File: src/rtl/shs_pkg.sv
// Shared types, constants and round functions for the SHA-256 stream hasher.
package shs_pkg;

    typedef logic [31:0] word_t;

    typedef struct packed {
        word_t a;
        word_t b;
        word_t c;
        word_t d;
        word_t e;
        word_t f;
        word_t g;
        word_t h;
    } work_t;

    localparam word_t INIT_HASH [8] = '{
        32'h6a09e667, 32'hbb67ae85, 32'h3c6ef372, 32'ha54ff53a,
        32'h510e527f, 32'h9b05688c, 32'h1f83d9ab, 32'h5be0cd19
    };

    localparam logic [7:0] PAD_MARK = 8'h80;

    localparam logic [5:0] FILL_LAST = 6'd63;
    localparam logic [5:0] FILL_LEN  = 6'd56;

    function automatic word_t rotr(input word_t x, input int unsigned n);
        return (x >> n) | (x << (32 - n));
    endfunction

    function automatic word_t big_sigma0(input word_t x);
        return rotr(x, 2) ^ rotr(x, 13) ^ rotr(x, 22);
    endfunction

    function automatic word_t big_sigma1(input word_t x);
        return rotr(x, 6) ^ rotr(x, 11) ^ rotr(x, 25);
    endfunction

    function automatic word_t small_sigma0(input word_t x);
        return rotr(x, 7) ^ rotr(x, 18) ^ (x >> 3);
    endfunction

    function automatic word_t small_sigma1(input word_t x);
        return rotr(x, 17) ^ rotr(x, 19) ^ (x >> 10);
    endfunction

    function automatic word_t round_k(input logic [5:0] idx);
        word_t k;
        unique case (idx)
            6'd0:  k = 32'h428a2f98;
            6'd1:  k = 32'h71374491;
            6'd2:  k = 32'hb5c0fbcf;
            6'd3:  k = 32'he9b5dba5;
            6'd4:  k = 32'h3956c25b;
            6'd5:  k = 32'h59f111f1;
            6'd6:  k = 32'h923f82a4;
            6'd7:  k = 32'hab1c5ed5;
            6'd8:  k = 32'hd807aa98;
            6'd9:  k = 32'h12835b01;
            6'd10: k = 32'h243185be;
            6'd11: k = 32'h550c7dc3;
            6'd12: k = 32'h72be5d74;
            6'd13: k = 32'h80deb1fe;
            6'd14: k = 32'h9bdc06a7;
            6'd15: k = 32'hc19bf174;
            6'd16: k = 32'he49b69c1;
            6'd17: k = 32'hefbe4786;
            6'd18: k = 32'h0fc19dc6;
            6'd19: k = 32'h240ca1cc;
            6'd20: k = 32'h2de92c6f;
            6'd21: k = 32'h4a7484aa;
            6'd22: k = 32'h5cb0a9dc;
            6'd23: k = 32'h76f988da;
            6'd24: k = 32'h983e5152;
            6'd25: k = 32'ha831c66d;
            6'd26: k = 32'hb00327c8;
            6'd27: k = 32'hbf597fc7;
            6'd28: k = 32'hc6e00bf3;
            6'd29: k = 32'hd5a79147;
            6'd30: k = 32'h06ca6351;
            6'd31: k = 32'h14292967;
            6'd32: k = 32'h27b70a85;
            6'd33: k = 32'h2e1b2138;
            6'd34: k = 32'h4d2c6dfc;
            6'd35: k = 32'h53380d13;
            6'd36: k = 32'h650a7354;
            6'd37: k = 32'h766a0abb;
            6'd38: k = 32'h81c2c92e;
            6'd39: k = 32'h92722c85;
            6'd40: k = 32'ha2bfe8a1;
            6'd41: k = 32'ha81a664b;
            6'd42: k = 32'hc24b8b70;
            6'd43: k = 32'hc76c51a3;
            6'd44: k = 32'hd192e819;
            6'd45: k = 32'hd6990624;
            6'd46: k = 32'hf40e3585;
            6'd47: k = 32'h106aa070;
            6'd48: k = 32'h19a4c116;
            6'd49: k = 32'h1e376c08;
            6'd50: k = 32'h2748774c;
            6'd51: k = 32'h34b0bcb5;
            6'd52: k = 32'h391c0cb3;
            6'd53: k = 32'h4ed8aa4a;
            6'd54: k = 32'h5b9cca4f;
            6'd55: k = 32'h682e6ff3;
            6'd56: k = 32'h748f82ee;
            6'd57: k = 32'h78a5636f;
            6'd58: k = 32'h84c87814;
            6'd59: k = 32'h8cc70208;
            6'd60: k = 32'h90befffa;
            6'd61: k = 32'ha4506ceb;
            6'd62: k = 32'hbef9a3f7;
            6'd63: k = 32'hc67178f2;
            default: k = 32'h0;
        endcase
        return k;
    endfunction

endpackage

File: src/rtl/sha256_stream_hasher_unit.sv
// Top level of the SHA-256 stream hasher: byte collection, padding and round sequencer.
//
// Input channel s_*: one item per message byte (s_tuser = 0, byte in s_tdata) or a
// finish item (s_tuser = 1) that closes the message.
// Output channel m_*: eight digest words per finish, most significant first;
// m_tuser carries the word index and m_tlast marks the eighth word.
// Data bytes are taken one per cycle while s_tready is high; the 64th byte
// of a block starts a compression (load, 64 rounds of the shared round unit,
// chain add) before the next byte is taken.
// A finish shifts in padding and the length one byte per cycle (up to 64
// bytes, or 72 with an extra block; nothing is shifted as the zero fill
// gives way to the length) plus one or two compressions, then presents the
// digest words one per cycle while m_tready is high.
// s_tready is low from the end of a block until its compression completes,
// and from a finish until the last digest word is taken.
// A stalled receiver holds the current digest word on m_tdata; nothing else
// advances meanwhile.
// Reset loads the initial hash and clears the bit count and fill level; the
// same state returns after every digest, ready for the next message.
module sha256_stream_hasher_unit (
    input  logic        clk,
    input  logic        rst_n,
    input  logic        s_tvalid,
    output logic        s_tready,
    input  logic [7:0]  s_tdata,   // [7:0] data_byte
    input  logic        s_tuser,   // [0] kind
    output logic        m_tvalid,
    input  logic        m_tready,
    output logic [31:0] m_tdata,   // [31:0] digest_word
    output logic [2:0]  m_tuser,   // [2:0] word_index
    output logic        m_tlast    // last_word
);
    import shs_pkg::*;

    localparam logic [2:0] S_IDLE = 3'd0;
    localparam logic [2:0] S_PADZ = 3'd1;
    localparam logic [2:0] S_PADL = 3'd2;
    localparam logic [2:0] S_LOAD = 3'd3;
    localparam logic [2:0] S_COMP = 3'd4;
    localparam logic [2:0] S_ADD  = 3'd5;
    localparam logic [2:0] S_OUT  = 3'd6;

    logic [2:0]  state_reg;
    logic [2:0]  state_next;
    logic [2:0]  after_reg;
    logic [5:0]  fill_reg;
    logic [63:0] bits_reg;
    logic [5:0]  rnd_reg;
    logic [2:0]  out_idx_reg;
    word_t       chain_reg [8];
    word_t       w_reg [16];
    work_t       work_reg;
    work_t       work_nxt;
    word_t       w_new;

    logic        shift_en;
    logic [7:0]  shift_byte;

    shs_round u_round (
        .rnd   (rnd_reg),
        .cur   (work_reg),
        .w0    (w_reg[0]),
        .w1    (w_reg[1]),
        .w9    (w_reg[9]),
        .w14   (w_reg[14]),
        .nxt   (work_nxt),
        .w_new (w_new)
    );

    assign s_tready = (state_reg == S_IDLE);
    assign m_tvalid = (state_reg == S_OUT);
    assign m_tdata  = chain_reg[out_idx_reg];
    assign m_tuser  = out_idx_reg;
    assign m_tlast  = (out_idx_reg == 3'd7);

    always_comb
    begin
        shift_en   = 1'b0;
        shift_byte = 8'h00;
        unique case (state_reg)
            S_IDLE:
            begin
                shift_en   = s_tvalid;
                shift_byte = s_tuser ? PAD_MARK : s_tdata;
            end
            S_PADZ:
            begin
                shift_en = (fill_reg != FILL_LEN);
            end
            S_PADL:
            begin
                shift_en   = 1'b1;
                shift_byte = bits_reg[63:56];
            end
            default:
            begin
                shift_en = 1'b0;
            end
        endcase
    end

    always_comb
    begin
        state_next = state_reg;
        unique case (state_reg)
            S_IDLE:
            begin
                if (s_tvalid)
                begin
                    if (fill_reg == FILL_LAST)
                        state_next = S_LOAD;
                    else if (s_tuser)
                        state_next = S_PADZ;
                end
            end
            S_PADZ:
            begin
                if (fill_reg == FILL_LEN)
                    state_next = S_PADL;
                else if (fill_reg == FILL_LAST)
                    state_next = S_LOAD;
            end
            S_PADL:
            begin
                if (fill_reg == FILL_LAST)
                    state_next = S_LOAD;
            end
            S_LOAD:
            begin
                state_next = S_COMP;
            end
            S_COMP:
            begin
                if (rnd_reg == 6'd63)
                    state_next = S_ADD;
            end
            S_ADD:
            begin
                state_next = after_reg;
            end
            S_OUT:
            begin
                if (m_tready && (out_idx_reg == 3'd7))
                    state_next = S_IDLE;
            end
            default:
            begin
                state_next = S_IDLE;
            end
        endcase
    end

    always_ff @(posedge clk or negedge rst_n)
    begin
        if (!rst_n)
        begin
            state_reg   <= S_IDLE;
            after_reg   <= S_IDLE;
            fill_reg    <= '0;
            bits_reg    <= '0;
            rnd_reg     <= '0;
            out_idx_reg <= '0;
            for (int i = 0; i < 8; i++)
                chain_reg[i] <= INIT_HASH[i];
        end
        else
        begin
            state_reg <= state_next;
            if (shift_en)
                fill_reg <= fill_reg + 6'd1;
            if ((state_next == S_LOAD) && (state_reg != S_LOAD))
            begin
                if (state_reg == S_PADL)
                    after_reg <= S_OUT;
                else if ((state_reg == S_IDLE) && !s_tuser)
                    after_reg <= S_IDLE;
                else
                    after_reg <= S_PADZ;
            end
            unique case (state_reg)
                S_IDLE:
                begin
                    if (s_tvalid && !s_tuser)
                        bits_reg <= bits_reg + 64'd8;
                end
                S_PADL:
                begin
                    bits_reg <= {bits_reg[55:0], 8'h00};
                end
                S_LOAD:
                begin
                    rnd_reg <= '0;
                end
                S_COMP:
                begin
                    rnd_reg <= rnd_reg + 6'd1;
                end
                S_ADD:
                begin
                    chain_reg[0] <= chain_reg[0] + work_reg.a;
                    chain_reg[1] <= chain_reg[1] + work_reg.b;
                    chain_reg[2] <= chain_reg[2] + work_reg.c;
                    chain_reg[3] <= chain_reg[3] + work_reg.d;
                    chain_reg[4] <= chain_reg[4] + work_reg.e;
                    chain_reg[5] <= chain_reg[5] + work_reg.f;
                    chain_reg[6] <= chain_reg[6] + work_reg.g;
                    chain_reg[7] <= chain_reg[7] + work_reg.h;
                end
                S_OUT:
                begin
                    if (m_tready)
                    begin
                        out_idx_reg <= out_idx_reg + 3'd1;
                        if (out_idx_reg == 3'd7)
                        begin
                            for (int i = 0; i < 8; i++)
                                chain_reg[i] <= INIT_HASH[i];
                        end
                    end
                end
                default:
                begin
                end
            endcase
        end
    end

    always_ff @(posedge clk)
    begin
        if (state_reg == S_LOAD)
        begin
            work_reg.a <= chain_reg[0];
            work_reg.b <= chain_reg[1];
            work_reg.c <= chain_reg[2];
            work_reg.d <= chain_reg[3];
            work_reg.e <= chain_reg[4];
            work_reg.f <= chain_reg[5];
            work_reg.g <= chain_reg[6];
            work_reg.h <= chain_reg[7];
        end
        else if (state_reg == S_COMP)
        begin
            work_reg <= work_nxt;
        end
    end

    always_ff @(posedge clk)
    begin
        if (shift_en)
        begin
            for (int i = 0; i < 15; i++)
                w_reg[i] <= {w_reg[i][23:0], w_reg[i + 1][31:24]};
            w_reg[15] <= {w_reg[15][23:0], shift_byte};
        end
        else if (state_reg == S_COMP)
        begin
            for (int i = 0; i < 15; i++)
                w_reg[i] <= w_reg[i + 1];
            w_reg[15] <= w_new;
        end
    end

    a_no_overlap: assert property (@(posedge clk) disable iff (!rst_n)
        !(s_tready && m_tvalid))
        else $error("input accepted while digest pending");

    a_fill_track: assert property (@(posedge clk) disable iff (!rst_n)
        (state_reg == S_IDLE) |-> (fill_reg == bits_reg[8:3]))
        else $error("fill level out of step with bit count");

    a_finish_busy: assert property (@(posedge clk) disable iff (!rst_n)
        (s_tvalid && s_tready && s_tuser) |=> !s_tready)
        else $error("ready after finish item");

    a_ready_after_digest: assert property (@(posedge clk) disable iff (!rst_n)
        (m_tvalid && m_tready && m_tlast) |=> (s_tready && (bits_reg == 64'd0)))
        else $error("not restarted after last digest word");

endmodule

File: src/rtl/shs_round.sv
// One SHA-256 compression round and one message schedule step.
module shs_round (
    input  logic [5:0]      rnd,
    input  shs_pkg::work_t  cur,
    input  shs_pkg::word_t  w0,
    input  shs_pkg::word_t  w1,
    input  shs_pkg::word_t  w9,
    input  shs_pkg::word_t  w14,
    output shs_pkg::work_t  nxt,
    output shs_pkg::word_t  w_new
);
    import shs_pkg::*;

    word_t t1;
    word_t t2;
    word_t ch;
    word_t maj;

    assign ch    = (cur.e & cur.f) ^ (~cur.e & cur.g);
    assign maj   = (cur.a & cur.b) ^ (cur.a & cur.c) ^ (cur.b & cur.c);
    assign t1    = cur.h + big_sigma1(cur.e) + ch + round_k(rnd) + w0;
    assign t2    = big_sigma0(cur.a) + maj;
    assign w_new = small_sigma1(w14) + w9 + small_sigma0(w1) + w0;

    always_comb
    begin
        nxt.h = cur.g;
        nxt.g = cur.f;
        nxt.f = cur.e;
        nxt.e = cur.d + t1;
        nxt.d = cur.c;
        nxt.c = cur.b;
        nxt.b = cur.a;
        nxt.a = t1 + t2;
    end

endmodule

File: config.mk
export PLATFORM = sky130hd
export DESIGN_NAME = sha256_stream_hasher_unit
export DESIGN_NICKNAME = d
export VERILOG_FILES = /design/src/rtl/shs_pkg.sv /design/src/rtl/sha256_stream_hasher_unit.sv /design/src/rtl/shs_round.sv
export SDC_FILE = /design/constraint.sdc
export NUM_CORES = 2
export LEC_CHECK = 0
export BUFFER_PORTS_ARGS = -buffer_cell sky130_fd_sc_hd__buf_2
export CAP_MARGIN = 20
export CORE_MARGIN = 5
export CORE_UTILIZATION = 65
export DETAILED_ROUTE_END_ITERATION = 8
export PLACE_DENSITY = 0.88
export SLEW_MARGIN = 5
export SYNTH_ARGS = -nofsm -noshare
export SYNTH_HDL_FRONTEND = slang
export SYNTH_HIERARCHICAL = 1
export SYNTH_SLANG_ARGS = --single-unit
File: constraint.sdc
create_clock -name clk -period 10.96 [get_ports clk]
set_clock_uncertainty 0.05 [all_clocks]
set_input_delay 2.192 -clock clk [delete_from_list [all_inputs] [get_ports clk]]
set_output_delay 2.192 -clock clk [all_outputs]
set_load 0.01 [all_outputs]
# Word level (Yosys, flattened, before mapping)
# Memory sizes are Yosys's and may differ from the RTL's.
# Index checks and enable logic that the tools add are counted.
[op_classes] n_addsub=22 order_cmp=1 eq_ne=16 muxes=45 bitwise=44 reduce_logical=12
[op_table] cell="$mux 256" count=4
[op_table] cell="$add 32x32->32" count=18
[op_table] cell="$mux 32" count=18
[op_table] cell="$pmux 256 s2" count=1
[op_table] cell="$xor 32x32->32" count=9
[op_table] cell="$and 32x32->32" count=5
[op_table] cell="$pmux 64 s2" count=1
[op_table] cell="$bmux 32 s3" count=1
[op_table] cell="$add 64x4->64 const B" count=1
[op_table] cell="$mux 64" count=1
[op_table] cell="$not 32->32" count=1
[op_table] cell="$or 10x32->32" count=1
[op_table] cell="$or 13x32->32" count=1
[op_table] cell="$or 14x32->32" count=1
[op_table] cell="$or 15x32->32" count=1
[op_table] cell="$or 19x32->32" count=1
[op_table] cell="$or 21x32->32" count=1
[op_table] cell="$or 25x32->32" count=1
[op_table] cell="$or 26x32->32" count=1
[op_table] cell="$or 30x32->32" count=1
[op_table] cell="$or 7x32->32" count=1
[op_table] cell="$xor 32x22->32" count=1
[op_table] cell="$xor 32x29->32" count=1
[op_table] cell="$mux 3" count=8
[op_table] cell="24 further kinds" count=60
[word_totals] reg_bits=597 ram_bits=512 romBits=2048 mem_count=2
[memory_table] memory="(name not given)" depth=64 word_bits=32 rd=1 rd_ports_with_merged_regs=0 write_ports=0 line="shs_pkg.sv:49" source="unique case (idx)"
[memory_table] memory="w_reg" depth=16 word_bits=32 rd=16 rd_ports_with_merged_regs=0 write_ports=16 line="sha256_stream_hasher_unit.sv:51" source="word_t w_reg [16];"

# Depth between registers and ports, before layout
[logic_depth] depth_word=10 mapped_depth=35 ltp_nobuf=33

# Modules after synthesis
# Netlist, hierarchy kept.
[modules_own_cells] mod="sha256_stream_hasher_unit" n_inst=1 cells_each=5463 area_each_um2=59925.0 seq_area_each_um2=31665.4
[modules_own_cells] mod="shs_round" n_inst=1 cells_each=2310 area_each_um2=17854.6 seq_area_each_um2=0.0

# Least setup slack after synthesis
# No wires, ideal clock.
[synth_timing] kind="input port to flip-flop" startpoint="input port s_tvalid" endpoint="memory w_reg[0][0] in the netlist's numbering, enable pin" setup_ps=667 arrival_time_ps=9469 required_ps=10243 slack_ps=775 stages=5 path_buffers=2 cell_sequence="o21bai_1 > a21oi_1 > clkbuf_1 > clkbuf_1 > or2_2"
[synth_lines] item="start: declaration" line="sha256_stream_hasher_unit.sv:23" source="input logic s_tvalid,"
[synth_lines] item="end: declaration" line="sha256_stream_hasher_unit.sv:51"

==> flow_metrics.tcl <==
set metrics [dict create \
    status "finished, final reports clean" \
    cts_tree "yes" \
    multiInputGateArea_um2 42000 \
    fillers 8554 \
    cts_resized 0 \
    grt_setup_unrepaired "no" \
    clkLatencyLatePin_ns 0.78 \
    worst_hold_slack_ns 0.4159 \
    critPathMostFrequentCell "inv_1" \
    die-area_um2 126700 \
    fin_setup_tns_ns 0 \
    layout.cells.non_filler 9186 \
    critPathLaunchType "flop" \
    fmax_mhz 106.0 \
    postCtsSetupBuffers 0 \
    synthesis.nets 8377 \
    die_w_um 355.9 \
    antenna_found_initial 10 \
    drt_iter0_drc 7493 \
    cts_buffers 116 \
    start_util 0.6518 \
    syn_inst 7773 \
    yosysWarnings 6 \
    hold_path_class "reg2reg" \
    cp.required_ns 11.43 \
    place.detailed.hpwl_mm 165.5 \
    cp.arrival_ns 9.90 \
    grt_pass1_wl_mm 347.1 \
    grt_overflow 0 \
    synth-seq-area-share 0.4071 \
    synthFlopType "edfxtp_1" \
    vias 60915 \
    post_drt_wl_per_cell_um 24.93 \
    finalMaxSlewViolations 0 \
    holdBufCountCts 0 \
    hold_violations 0 \
    ctsRootBufferMaster "clkbuf_16" \
    route.detailed.drc 0 \
    fin_crit_sh 0.8608 \
    crit_path_top_delay_cell "dfrtp_1" \
    ant_nets 0 \
    grt_pass1_vias 58421 \
    fin_crit_ns 9.434 \
    nNetsFinal 8074 \
    crit_path_max_fanout 22 \
    max_slew_margin 0.2210 \
    syn_area_um2 77780 \
    cts.clk_slew.worst_paths_ns 0.07 \
    area_growth_pct 5.292 \
    rows 127 \
    io_buffers 50 \
    firstDrtPassIters 8 \
    core_area_um2 119300 \
    synthArstFlopShare 0.3050 \
    drv_cap 0 \
    crit_type "reg2reg" \
    viasPerCell 6.631 \
    dpl.cell_count 8961 \
    gp_congestion 0.9933 \
    drt_wl_total_mm 229.0 \
    syn_avg_cell_area_um2 10.01 \
    slowest_delay_ns 0.79 \
    synth_edf_count 768 \
    synth-seq-cells 1105 \
    setup_viol 0 \
    cts_num_sinks 1105 \
    htreeDepth 3 \
    end_kind "flop" \
    layout-drive-gt1-share 0.1372 \
    seqCellArea_um2 31680 \
    grt_start_max_net_pins 217 \
    largest_register_ffs 512 \
    chipHeight_um 355.9 \
    tightest_slew_ns 1.169 \
    grt_use_total 0.3531 \
    io_pins 51 \
    yosysUniqueCellTypes 97 \
    clockBufferDepth 3 \
]
## stage by stage
stage	cell area, um^2	utilization	setup WS [ns]
finish	81900	0.6863	1.526
global route	81890	0.6862	1.006
CTS	81820	0.6856	1.728
detailed placement	77900	0.6528	1.779
global placement	77900	0.6528	1.784
floorplan	77780	-	0.7745
## worst max-delay path: cells and delay by family, from the launching register on
family,cells,cell delay [ns]
adder cells (fa/ha/maj),6,2.23
AND/OR/NAND/NOR,3,0.46
flip-flops,1,0.79
AO/OA/AOI/OAI,11,4.06
buffers and inverters,6,0.94
XOR/XNOR,2,0.36
multiplexers,1,0.27
## layout make-up
type,count,area share
diodes,3,0.00009167
clock buffers,166,0.03959
clock inverters,53,0.008204
inverters,391,0.01792
multi-input cells,5750,0.5128
flip-flops and latches,1105,0.3868
well taps,1612,0.02463
repair buffers,106,0.009961
## cell usage in the layout, fill, tap and decap left out, types with 23 or more instances in the layout
cell type and instances:
buf_2 49, inv_1 390, fa_1 195, a21oi_1 491, xnor2_1 399, nor2b_1 43, o21bai_1 48, o31ai_1 30
ha_1 396, clkbuf_1 36, a221o_1 26, mux2i_1 30, o21ai_1 30, dfrtp_1 196, and3_1 45, nand4_1 41
o21a_1 51, a211oi_1 45, and2_1 32, mux4_2 70, nand3_1 112, o311ai_0 23, nor2_1 379, edfxtp_1 768
o211ai_1 53, xor2_1 181, a31oi_1 76, dfstp_2 136, nor3_1 90, nand2_1 1386, a21o_1 195, o21ai_0 385
clkinv_2 24, or3_1 27, nor4_1 26, mux2_2 485, clkbuf_16 117, nand2b_1 48, buf_4 46
## worst paths after layout
kind | to | cells past startpoint | from | slack (ns)
min in group asynchronous | chain_reg[241]$_DFFE_PN0P_ | 1 | rst_n | 1.42
max in group asynchronous | rnd_reg[3]$_DFFE_PN0P_ | 2 | rst_n | 8.02
hold reg to reg | fill_reg[5]$_DFFE_PN0N_ | 1 | fill_reg[5]$_DFFE_PN0N_ | 0.42
setup / recovery | work_reg[254]$_DFFE_PP_ | 29 | rnd_reg[0]$_DFFE_PN0P_ | 1.53
setup reg to reg | work_reg[254]$_DFFE_PP_ | 29 | rnd_reg[0]$_DFFE_PN0P_ | 1.53
hold / removal | fill_reg[5]$_DFFE_PN0N_ | 1 | fill_reg[5]$_DFFE_PN0N_ | 0.42
## kinds of logic after synthesis
group	synth area share
adder cells (fa/ha/maj)	0.1143
multiplexers	0.09435
AND/OR/NAND/NOR	0.1259
XOR/XNOR	0.06531
flip-flops	0.4071
buffers and inverters	0.05391
AO/OA/AOI/OAI	0.1391
## routing by layer
metal | vias to the layer above | global-route usage | share of wire | routed length, um
met2 | 3561 | 0.5528 | 0.45 | 103800
li1 | 26908 | - | - | -
met4 | 12 | 0.1948 | 0.069 | 15710
met3 | 764 | 0.07166 | 0.10 | 23150
met5 | - | 0 | 0.00035 | 80
met1 | 29670 | 0.4647 | 0.38 | 86320
## cell usage after synthesis (all sizes together), types with 21 or more instances
| cell type | number | share of area |
|---|---|---|
| fa | 195 | 0.050 |
| o31ai | 31 | 0.0031 |
| dfstp | 136 | 0.046 |
| or3 | 29 | 0.0024 |
| nand3 | 114 | 0.0074 |
| xor2 | 181 | 0.020 |
| nand2b | 48 | 0.0039 |
| clkbuf | 291 | 0.014 |
| inv | 390 | 0.019 |
| o311ai | 26 | 0.0029 |
| o21ai | 416 | 0.027 |
| mux4 | 70 | 0.020 |
| a22oi | 21 | 0.0020 |
| nor3 | 91 | 0.0059 |
| mux2 | 485 | 0.070 |
| a21o | 195 | 0.019 |
| nand2 | 1389 | 0.067 |
| xnor2 | 399 | 0.045 |
| and2 | 34 | 0.0027 |
| and3 | 45 | 0.0036 |
| a221o | 26 | 0.0033 |
| o211ai | 54 | 0.0053 |
| a21oi | 494 | 0.032 |
| o21bai | 48 | 0.0046 |
| dfrtp | 201 | 0.065 |
| edfxtp | 768 | 0.30 |
| nor2b | 43 | 0.0035 |
| o21a | 52 | 0.0050 |
| nor4 | 29 | 0.0026 |
| buf | 236 | 0.021 |
| a31oi | 77 | 0.0064 |
| o22a | 21 | 0.0024 |
| a211oi | 47 | 0.0047 |
| nand4 | 41 | 0.0033 |
| nor2 | 379 | 0.018 |
| mux2i | 30 | 0.0039 |
| ha | 396 | 0.064 |
Power is left out: the tool's default activity adds up to more than one toggle a clock period on the data nets, which glitch-free logic cannot reach.
